### src/hw/rtl/lcgr_pkg.sv
package lcgr_pkg;

	localparam int CRATE_COLS = 8;
	localparam int CRATE_ROWS = 3;
	localparam int BOX_W      = 4;
	localparam int BOX_H      = 5;
	localparam int BOX_SIZE   = BOX_W * BOX_H;

	localparam int CX_W = (CRATE_COLS > 1) ? $clog2(CRATE_COLS) : 1;
	localparam int CY_W = (CRATE_ROWS > 1) ? $clog2(CRATE_ROWS) : 1;
	localparam int SLOT_FULL_W = $clog2(CRATE_COLS * CRATE_ROWS * BOX_SIZE + 1);
	localparam int SLOT_CALC_W = (SLOT_FULL_W > 9) ? SLOT_FULL_W : 9;

	localparam int COLOR_W = 8;
	localparam int SLOT_W  = 9;
	localparam int BRIGHT_W = 9;
	localparam int Q_W     = 17;
	localparam int PROD_W  = 2 * Q_W;
	localparam int SCALE_W = Q_W + BRIGHT_W;

	localparam int IN_DATA_W  = 32;
	localparam int OUT_DATA_W = 40;
	localparam int CFG_DATA_W = 9;

	localparam logic REG_BRIGHTNESS = 1'b0;
	localparam logic REG_ALPHA_MODE = 1'b1;

	localparam logic [1:0] CH_RED   = 2'd0;
	localparam logic [1:0] CH_GREEN = 2'd1;
	localparam logic [1:0] CH_BLUE  = 2'd2;

	typedef struct packed {
		logic       take;
		logic       init;
		logic       step;
		logic       scale;
		logic       fin;
		logic       out_load;
		logic [1:0] ch;
		logic [2:0] bit_idx;
	} lcgr_cmd_t;

	typedef struct packed {
		logic out_free;
	} lcgr_status_t;

	// (c*65536 + 127) / 255 == 257*c + (c >= 128)
	function automatic logic [Q_W-1:0] base_of(input logic [COLOR_W-1:0] c);
		logic [Q_W-1:0] b;
		b = {1'b0, c, c} + {{(Q_W-1){1'b0}}, c[7]};
		return b;
	endfunction

	// local bottle position (row*4 + col) to serpentine slot
	function automatic logic [4:0] slot_of_pos(input logic [4:0] pos);
		logic [4:0] s;
		unique case (pos)
			5'd0:  s = 5'd0;
			5'd1:  s = 5'd9;
			5'd2:  s = 5'd10;
			5'd3:  s = 5'd19;
			5'd4:  s = 5'd1;
			5'd5:  s = 5'd8;
			5'd6:  s = 5'd11;
			5'd7:  s = 5'd18;
			5'd8:  s = 5'd2;
			5'd9:  s = 5'd7;
			5'd10: s = 5'd12;
			5'd11: s = 5'd17;
			5'd12: s = 5'd3;
			5'd13: s = 5'd6;
			5'd14: s = 5'd13;
			5'd15: s = 5'd16;
			5'd16: s = 5'd4;
			5'd17: s = 5'd5;
			5'd18: s = 5'd14;
			5'd19: s = 5'd15;
			default: s = 5'd0;
		endcase
		return s;
	endfunction

endpackage

### src/hw/rtl/lcgr_ctrl.sv
module lcgr_ctrl import lcgr_pkg::*; (
	input  logic         clk,
	input  logic         arst_n,
	input  logic         in_valid,
	output logic         in_ready,
	input  logic         alpha_mode,
	input  lcgr_status_t status,
	output lcgr_cmd_t    cmd
);

	localparam logic [2:0] ST_IDLE  = 3'd0;
	localparam logic [2:0] ST_INIT  = 3'd1;
	localparam logic [2:0] ST_POW   = 3'd2;
	localparam logic [2:0] ST_SCALE = 3'd3;
	localparam logic [2:0] ST_FIN   = 3'd4;
	localparam logic [2:0] ST_LOAD  = 3'd5;

	logic [2:0] state_q;
	logic [2:0] state_d;
	logic [1:0] ch_q;
	logic [1:0] ch_d;
	logic [2:0] bit_q;
	logic [2:0] bit_d;

	assign in_ready = (state_q == ST_IDLE);

	always_comb begin
		state_d = state_q;
		ch_d    = ch_q;
		bit_d   = bit_q;
		cmd     = '0;
		cmd.ch      = ch_q;
		cmd.bit_idx = bit_q;
		unique case (state_q)
			ST_IDLE: begin
				if (in_valid) begin
					cmd.take = 1'b1;
					ch_d     = CH_RED;
					state_d  = alpha_mode ? ST_INIT : ST_LOAD;
				end
			end
			ST_INIT: begin
				cmd.init = 1'b1;
				bit_d    = 3'd0;
				state_d  = ST_POW;
			end
			ST_POW: begin
				cmd.step = 1'b1;
				bit_d    = bit_q + 3'd1;
				if (bit_q == 3'd7) begin
					state_d = ST_SCALE;
				end
			end
			ST_SCALE: begin
				cmd.scale = 1'b1;
				state_d   = ST_FIN;
			end
			ST_FIN: begin
				cmd.fin = 1'b1;
				if (ch_q == CH_BLUE) begin
					state_d = ST_LOAD;
				end else begin
					ch_d    = ch_q + 2'd1;
					state_d = ST_INIT;
				end
			end
			ST_LOAD: begin
				if (status.out_free) begin
					cmd.out_load = 1'b1;
					state_d      = ST_IDLE;
				end
			end
			default: begin
				state_d = ST_IDLE;
			end
		endcase
	end

	always_ff @(posedge clk or negedge arst_n) begin
		if (!arst_n) begin
			state_q <= ST_IDLE;
			ch_q    <= CH_RED;
			bit_q   <= 3'd0;
		end else begin
			state_q <= state_d;
			ch_q    <= ch_d;
			bit_q   <= bit_d;
		end
	end

endmodule

### src/hw/rtl/lcgr_datapath.sv
module lcgr_datapath import lcgr_pkg::*; (
	input  logic                  clk,
	input  logic                  arst_n,
	input  lcgr_cmd_t             cmd,
	output lcgr_status_t          status,
	input  logic [IN_DATA_W-1:0]  in_data,
	input  logic [BRIGHT_W-1:0]   brightness,
	output logic                  out_valid,
	input  logic                  out_ready,
	output logic [OUT_DATA_W-1:0] out_data,
	output logic                  out_last
);

	// pixel position
	logic [1:0]      xi_q;
	logic [CX_W-1:0] cx_q;
	logic [2:0]      yi_q;
	logic [CY_W-1:0] cy_q;
	logic            last_px;
	logic [SLOT_CALC_W-1:0] crate_idx;
	logic [SLOT_CALC_W-1:0] slot_full;
	logic [4:0]      local_pos;

	// pixel registers
	logic [COLOR_W-1:0] red_q;
	logic [COLOR_W-1:0] green_q;
	logic [COLOR_W-1:0] blue_q;
	logic [COLOR_W-1:0] gam_q;
	logic [SLOT_W-1:0]  slot_q;
	logic               fend_q;

	// power unit
	logic [Q_W-1:0]     p_q;
	logic [Q_W-1:0]     base_q;
	logic [SCALE_W-1:0] t_q;
	logic [PROD_W-1:0]  prod_pb;
	logic [PROD_W-1:0]  prod_bb;
	logic [PROD_W-1:0]  rnd_pb;
	logic [PROD_W-1:0]  rnd_bb;
	logic [COLOR_W-1:0] ch_sel;
	logic [PROD_W-1:0]  scaled;
	logic [9:0]         v_raw;
	logic [COLOR_W-1:0] v_sat;

	// output register
	logic                  out_valid_q;
	logic [OUT_DATA_W-1:0] out_data_q;
	logic                  out_last_q;

	assign last_px = (xi_q == 2'd3) && (cx_q == CX_W'(CRATE_COLS - 1)) &&
		(yi_q == 3'd4) && (cy_q == CY_W'(CRATE_ROWS - 1));
	assign local_pos = {yi_q, 2'b00} + {3'b000, xi_q};
	assign crate_idx = SLOT_CALC_W'(cy_q) * SLOT_CALC_W'(CRATE_COLS) + SLOT_CALC_W'(cx_q);
	assign slot_full = crate_idx * SLOT_CALC_W'(BOX_SIZE) +
		SLOT_CALC_W'(slot_of_pos(local_pos));

	always_ff @(posedge clk or negedge arst_n) begin
		if (!arst_n) begin
			xi_q <= '0;
			cx_q <= '0;
			yi_q <= '0;
			cy_q <= '0;
		end else if (cmd.take) begin
			if (xi_q != 2'd3) begin
				xi_q <= xi_q + 2'd1;
			end else begin
				xi_q <= '0;
				if (cx_q != CX_W'(CRATE_COLS - 1)) begin
					cx_q <= cx_q + CX_W'(1);
				end else begin
					cx_q <= '0;
					if (yi_q != 3'd4) begin
						yi_q <= yi_q + 3'd1;
					end else begin
						yi_q <= '0;
						if (cy_q != CY_W'(CRATE_ROWS - 1)) begin
							cy_q <= cy_q + CY_W'(1);
						end else begin
							cy_q <= '0;
						end
					end
				end
			end
		end
	end

	always_comb begin
		unique case (cmd.ch)
			CH_RED:   ch_sel = red_q;
			CH_GREEN: ch_sel = green_q;
			default:  ch_sel = blue_q;
		endcase
	end

	assign prod_pb = p_q * base_q;
	assign prod_bb = base_q * base_q;
	assign rnd_pb  = prod_pb + PROD_W'(32768);
	assign rnd_bb  = prod_bb + PROD_W'(32768);
	assign scaled  = ({t_q, 8'b0} - {8'b0, t_q}) + PROD_W'(8388608);
	assign v_raw   = scaled[33:24];
	assign v_sat   = (v_raw > 10'd255) ? 8'hFF : v_raw[7:0];

	always_ff @(posedge clk) begin
		if (cmd.take) begin
			red_q   <= in_data[7:0];
			green_q <= in_data[15:8];
			blue_q  <= in_data[23:16];
			gam_q   <= in_data[31:24];
			slot_q  <= slot_full[SLOT_W-1:0];
			fend_q  <= last_px;
		end
		if (cmd.init) begin
			base_q <= base_of(ch_sel);
			p_q    <= Q_W'(65536);
		end
		if (cmd.step) begin
			if (gam_q[cmd.bit_idx]) begin
				p_q <= rnd_pb[32:16];
			end
			base_q <= rnd_bb[32:16];
		end
		if (cmd.scale) begin
			t_q <= SCALE_W'(p_q) * SCALE_W'(brightness);
		end
		if (cmd.fin) begin
			unique case (cmd.ch)
				CH_RED:   red_q   <= v_sat;
				CH_GREEN: green_q <= v_sat;
				default:  blue_q  <= v_sat;
			endcase
		end
		if (cmd.out_load) begin
			out_data_q <= {7'b0, blue_q, green_q, red_q, slot_q};
			out_last_q <= fend_q;
		end
	end

	always_ff @(posedge clk or negedge arst_n) begin
		if (!arst_n) begin
			out_valid_q <= 1'b0;
		end else if (cmd.out_load) begin
			out_valid_q <= 1'b1;
		end else if (out_ready) begin
			out_valid_q <= 1'b0;
		end
	end

	assign status.out_free = !out_valid_q || out_ready;
	assign out_valid = out_valid_q;
	assign out_data  = out_data_q;
	assign out_last  = out_last_q;

endmodule

### src/hw/rtl/led_crate_pixel_gamma_remap.sv
// Remaps raster-order frame pixels onto the LED crate chain and optionally applies
// per-pixel gamma and brightness. Each request on the input stream is one pixel; its
// frame position comes from an internal counter, so the first pixel after reset is
// the top-left pixel of a frame, and the last pixel of a frame is flagged on tlast.
// With alpha_mode clear a pixel is accepted and then loaded into the output
// register. With alpha_mode set, one shared square-and-multiply unit handles the
// three colors in turn, one exponent bit per cycle, plus set-up, brightness scaling
// and rounding steps for each color. The output register lets a new pixel be
// accepted while the previous result still waits. Configuration writes are always
// ready and must only be issued while no pixel is in flight.
module led_crate_pixel_gamma_remap import lcgr_pkg::*; (
	input  logic                  clk,
	input  logic                  arst_n,
	input  logic                  s_axis_tvalid,
	output logic                  s_axis_tready,
	input  logic [IN_DATA_W-1:0]  s_axis_tdata,  // red, green, blue, gamma_exp
	input  logic                  m_axis_tready,
	output logic                  m_axis_tvalid,
	output logic [OUT_DATA_W-1:0] m_axis_tdata,  // chain_slot, out_red, out_green, out_blue
	output logic                  m_axis_tlast,
	input  logic                  cfg_valid,
	output logic                  cfg_ready,
	input  logic                  cfg_index,
	input  logic [CFG_DATA_W-1:0] cfg_data
);

	logic [BRIGHT_W-1:0] brightness_q;
	logic                alpha_mode_q;
	lcgr_cmd_t           cmd;
	lcgr_status_t        status;

	assign cfg_ready = 1'b1;

	always_ff @(posedge clk or negedge arst_n) begin
		if (!arst_n) begin
			brightness_q <= BRIGHT_W'(256);
			alpha_mode_q <= 1'b0;
		end else if (cfg_valid) begin
			unique case (cfg_index)
				REG_BRIGHTNESS: brightness_q <= cfg_data;
				default:        alpha_mode_q <= cfg_data[0];
			endcase
		end
	end

	lcgr_ctrl u_ctrl (
		.clk        (clk),
		.arst_n     (arst_n),
		.in_valid   (s_axis_tvalid),
		.in_ready   (s_axis_tready),
		.alpha_mode (alpha_mode_q),
		.status     (status),
		.cmd        (cmd)
	);

	lcgr_datapath u_datapath (
		.clk        (clk),
		.arst_n     (arst_n),
		.cmd        (cmd),
		.status     (status),
		.in_data    (s_axis_tdata),
		.brightness (brightness_q),
		.out_valid  (m_axis_tvalid),
		.out_ready  (m_axis_tready),
		.out_data   (m_axis_tdata),
		.out_last   (m_axis_tlast)
	);

endmodule
### config.mk
export PLATFORM = sky130hd
export DESIGN_NAME = led_crate_pixel_gamma_remap
export DESIGN_NICKNAME = d
export VERILOG_FILES = /design/src/hw/rtl/lcgr_pkg.sv /design/src/hw/rtl/lcgr_ctrl.sv /design/src/hw/rtl/lcgr_datapath.sv /design/src/hw/rtl/led_crate_pixel_gamma_remap.sv
export SDC_FILE = /design/constraint.sdc
export NUM_CORES = 2
export LEC_CHECK = 0
export ABC_AREA = 1
export BUFFER_PORTS_ARGS = -buffer_cell sky130_fd_sc_hd__buf_2
export CORE_MARGIN = 4
export CORE_UTILIZATION = 25
export CTS_CLUSTER_SIZE = 10
export DETAILED_ROUTE_END_ITERATION = 10
export PLACE_DENSITY = 0.4
export SYNTH_ARGS = -nofsm -noshare
export SYNTH_HDL_FRONTEND = slang
export SYNTH_SLANG_ARGS = --single-unit
### constraint.sdc
create_clock -name clk -period 14.9 [get_ports clk]
set_clock_uncertainty 0.05 [all_clocks]
set_input_delay 3.725 -clock clk [delete_from_list [all_inputs] [get_ports clk]]
set_output_delay 3.725 -clock clk [all_outputs]
set_load 0.02 [all_outputs]
==> impl_metrics.env <==
export IMPL_outcome="complete, no violations"
export IMPL_postCtsHoldBufs=0
export IMPL_cts_htree_levels=4
export IMPL_cts_setup_buffers=0
export IMPL_endpoint_kind="flop"
export IMPL_max_clock_freq_mhz=153
export IMPL_die_w_um=370
export IMPL_wl_um=93800
export IMPL_first_pass_iters=5
export IMPL_cts_tree="yes"
export IMPL_place_congestion=0.836
export IMPL_io_buffer_count=82
export IMPL_grt_pass1_vias=27300
export IMPL_max_slew_margin_pct=18.6
export IMPL_nFillCells=14400
export IMPL_rsz0062_at_grt="false"
export IMPL_tightest_slew_ns=1.22
export IMPL_grt_pass1_wl_um=151000
export IMPL_drt_iter0_drc=1182
export IMPL_start_kind="flop"
export IMPL_numClockSinks=165
export IMPL_drcViolationCount=0
export IMPL_crit_chain="buf_4 > nand2_1 > fa_1 > inv_1 > fa_1 > inv_1 > fa_1 > inv_1 > fa_1 > fa_1 > inv_1 > fa_1 > inv_1 > ha_1 > a21oi_1 > o21ai_0 > nand2_1 > nand2_1 > a21oi_1 > nand3_1 > nand3_1 > nand2_1 > nand2_1 > nand2_1"
export IMPL_synth_xor_area_share_pct=1.44
export IMPL_min_path_type="flop to flop"
export IMPL_grt_use_total_pct=14.1
export IMPL_synth_compound_area_share_pct=4.92
export IMPL_yosys_area_share_simple_pct=19.5
export IMPL_reg2reg_depth=24
export IMPL_synth_area_mux_share_pct=0.275
export IMPL_dp_hpwl_um=75400
export IMPL_tns_ns=0
export IMPL_crit_path_end="u_datapath.p_q[13]"
export IMPL_cap_violations=0
export IMPL_std_cell_rows=132
export IMPL_area_growth_pct=8.87
export IMPL_ys_flop_type="edfxtp_1"
export IMPL_cts_root_buf="clkbuf_16"
export IMPL_grt_antenna_before_repair=4
export IMPL_cts_buffers=17
export IMPL_fin_crit_sh_pct=43.7
export IMPL_num_io_pins=91
export IMPL_num_vias=25400
export IMPL_synth_edf_count=95
export IMPL_hold_viol_final=0
export IMPL_r2r_slack_ns=8.38
export IMPL_async_flop_share_pct=17.6
export IMPL_clk_pin_slew_ns=0.08
export IMPL_ys_seq_elements=165
export IMPL_fp_coreArea_mm2=0.130
export IMPL_critical_path_arrival_ns=6.84
export IMPL_viasPerCell=4.19
export IMPL_avgSynthCellArea_um2=7.61
export IMPL_multi_input_area_mm2=0.0233
export IMPL_setup_viol_count_final=0
export IMPL_synth_top_family_by_area="adder cells"
export IMPL_crit_path_max_fanout=26
export IMPL_clock_path_buffers=2
export IMPL_regToRegEndpoint="u_datapath.p_q[13]"
export IMPL_dieArea_mm2=0.137
export IMPL_clk_latency_ns=0.50
export IMPL_ys_seq_area_share_pct=13.4
export IMPL_netlist_area_mm2=0.0328
export IMPL_synth_warnings=0
export IMPL_synth_distinct_cells=52
export IMPL_path_class="flop to flop"
export IMPL_slowest_delay_ns=0.72
export IMPL_grt_overflow=0
export IMPL_final_max_slew_viol_count=0
export IMPL_regArea_mm2=0.00440
export IMPL_drive_above_1_share_pct=4.98
export IMPL_crit_slowest_cell="edfxtp_1"
export IMPL_r2r_start="u_datapath.base_q[11]"
export IMPL_required_ns=15.23
export IMPL_die_y_um=370
export IMPL_start_util_pct=25.2
export IMPL_routedWlPerCell_um=15.5
export IMPL_startpoint="u_datapath.base_q[11]"
export IMPL_min_period_ns=6.52
export IMPL_grt_max_degree=38
export IMPL_cts_resized=0
export IMPL_synthAdderAreaFrac_pct=44.7
export IMPL_synthCells=4313
export IMPL_drtAntennaViolNets=0
export IMPL_num_nets_final=5207
[layout make-up]
cell class	instances	area share, %
clock buffers	17	1.19
repair buffers	124	2.03
diodes	2	0.0140
inverters	1196	12.6
flip-flops and latches	165	12.3
multi-input cells	2797	65.3
well taps	1742	6.10
clock inverters	15	0.504
[worst min path at each step]
stage / start / to / slack (ns) / cells past startpoint
detailed placement: u_datapath.slot_q[6] / u_datapath.out_data[6] / 0.35 / 0
CTS: u_datapath.slot_q[6] / u_datapath.out_data[6] / 0.37 / 0
global route: u_datapath.slot_q[3] / u_datapath.out_data[3] / 0.38 / 0
global placement: u_datapath.slot_q[7] / u_datapath.out_data[7] / 0.35 / 0
finish: u_datapath.slot_q[8] / u_datapath.out_data[8] / 0.37 / 0
floorplan: u_datapath.slot_q[0] / u_datapath.out_data[0] / 0.35 / 0
[per-layer routing]
layer | vias to the layer above | track usage, % | part of all wire [%]
li1 | 12600 | - | -
met5 | - | 0 | 0
met2 | 262 | 25.2 | 50
met1 | 12500 | 18.6 | 47
met3 | 71 | 1.24 | 2.0
met4 | 0 | 2.28 | 1.2
[cell usage after synthesis, types with 4 or more instances]
cell type	number	area share [%]
o21a_1	4	0.092
a21boi_0	7	0.16
buf_1	19	0.22
nand3b_1	12	0.27
and2_1	5	0.095
inv_2	5	0.057
buf_2	7	0.11
dfrtp_1	28	2.1
nand3_1	124	1.9
nor2_2	8	0.15
nand3_2	11	0.34
nand4_1	16	0.31
or2_2	7	0.13
nor4_1	6	0.11
buf_4	8	0.18
clkbuf_1	127	1.5
nand2_1	1145	13
o21ai_1	5	0.076
nor3_1	25	0.38
fa_1	524	32
nor2_4	5	0.17
mux2_2	8	0.27
inv_1	1191	14
xnor2_1	22	0.59
o21ai_0	94	1.4
a31oi_1	5	0.095
a21o_1	9	0.21
ha_1	335	13
dfxtp_1	41	2.5
nor2_1	199	2.3
o21bai_1	14	0.32
xor2_1	32	0.85
a21oi_1	140	2.1
edfxtp_1	95	8.7
[placed cells by master (no fill, tap or decap), drive strengths merged, types with 3 or more instances in the layout]
cell type / netlist / layout
a21boi: 7 / 7
a21o: 9 / 9
a21oi: 140 / 140
a31oi: 5 / 5
and2: 5 / 5
buf: 34 / 124
clkbuf: 127 / 17
clkinv: 0 / 7
conb: 2 / 8
dfrtp: 28 / 28
dfxtp: 41 / 41
edfxtp: 95 / 95
fa: 524 / 524
ha: 335 / 335
inv: 1196 / 1204
mux2: 8 / 8
nand2: 1149 / 1149
nand3: 135 / 135
nand3b: 12 / 12
nand4: 16 / 16
nor2: 212 / 212
nor3: 27 / 27
nor3b: 4 / 4
nor4: 6 / 6
o211ai: 3 / 3
o21a: 4 / 4
o21ai: 99 / 99
o21bai: 14 / 14
o221ai: 3 / 3
o22ai: 3 / 3
or2: 7 / 7
xnor2: 22 / 22
xor2: 32 / 32
[logic make-up (layout without fill, tap and decap cells)]
family                     Yosys count  count (layout)
and+or+nand+nor                   1575            1575
buffers and inverters             1357            1352
adders and majority gates          859             859
AOI/OAI and AO/OA                  293             293
DFF                                165             165
xor gates and xnor gates            54              54
muxes                                8               8
other                                2              10
[state kept, by name (all words and copies together), names as in the netlist, 8 cells and up]
register	cells
u_datapath.p_q	17
u_datapath.green_q	8
u_datapath.t_q	26
u_datapath.out_data	33
u_datapath.gam_q	8
u_datapath.slot_q	9
u_datapath.blue_q	8
u_datapath.base_q	17
brightness_q	9
u_datapath.red_q	8
[through the flow]
| step | setup slack (ns) | std cells | cell area (µm²) | hold slack, ns | util (%) |
|---|---|---|---|---|---|
| after CTS | 8.29 | 6056 | 35700 | 0.374 | 27.5 |
| after floorplan | 9.18 | 4319 | 32800 | 0.350 | - |
| after global placement | 8.34 | 6024 | 35100 | 0.353 | 27.0 |
| final | 8.38 | 6058 | 35700 | 0.367 | 27.5 |
| after global routing | 7.86 | 6058 | 35700 | 0.381 | 27.5 |
| after detailed placement | 8.30 | 6024 | 35100 | 0.355 | 27.0 |
[critical path, delay by kind of cell, from the launching register on]
kind,cells,cell delay (ns)
adder cells (fa/ha/maj),7,3.41
buffers and inverters,6,0.78
AO/OA/AOI/OAI,3,0.74
flip-flops,1,0.72
AND/OR/NAND/NOR,8,0.71
Power is not shown: default switching activity piles up to over one toggle a cycle in this logic, so the estimate is an artifact.
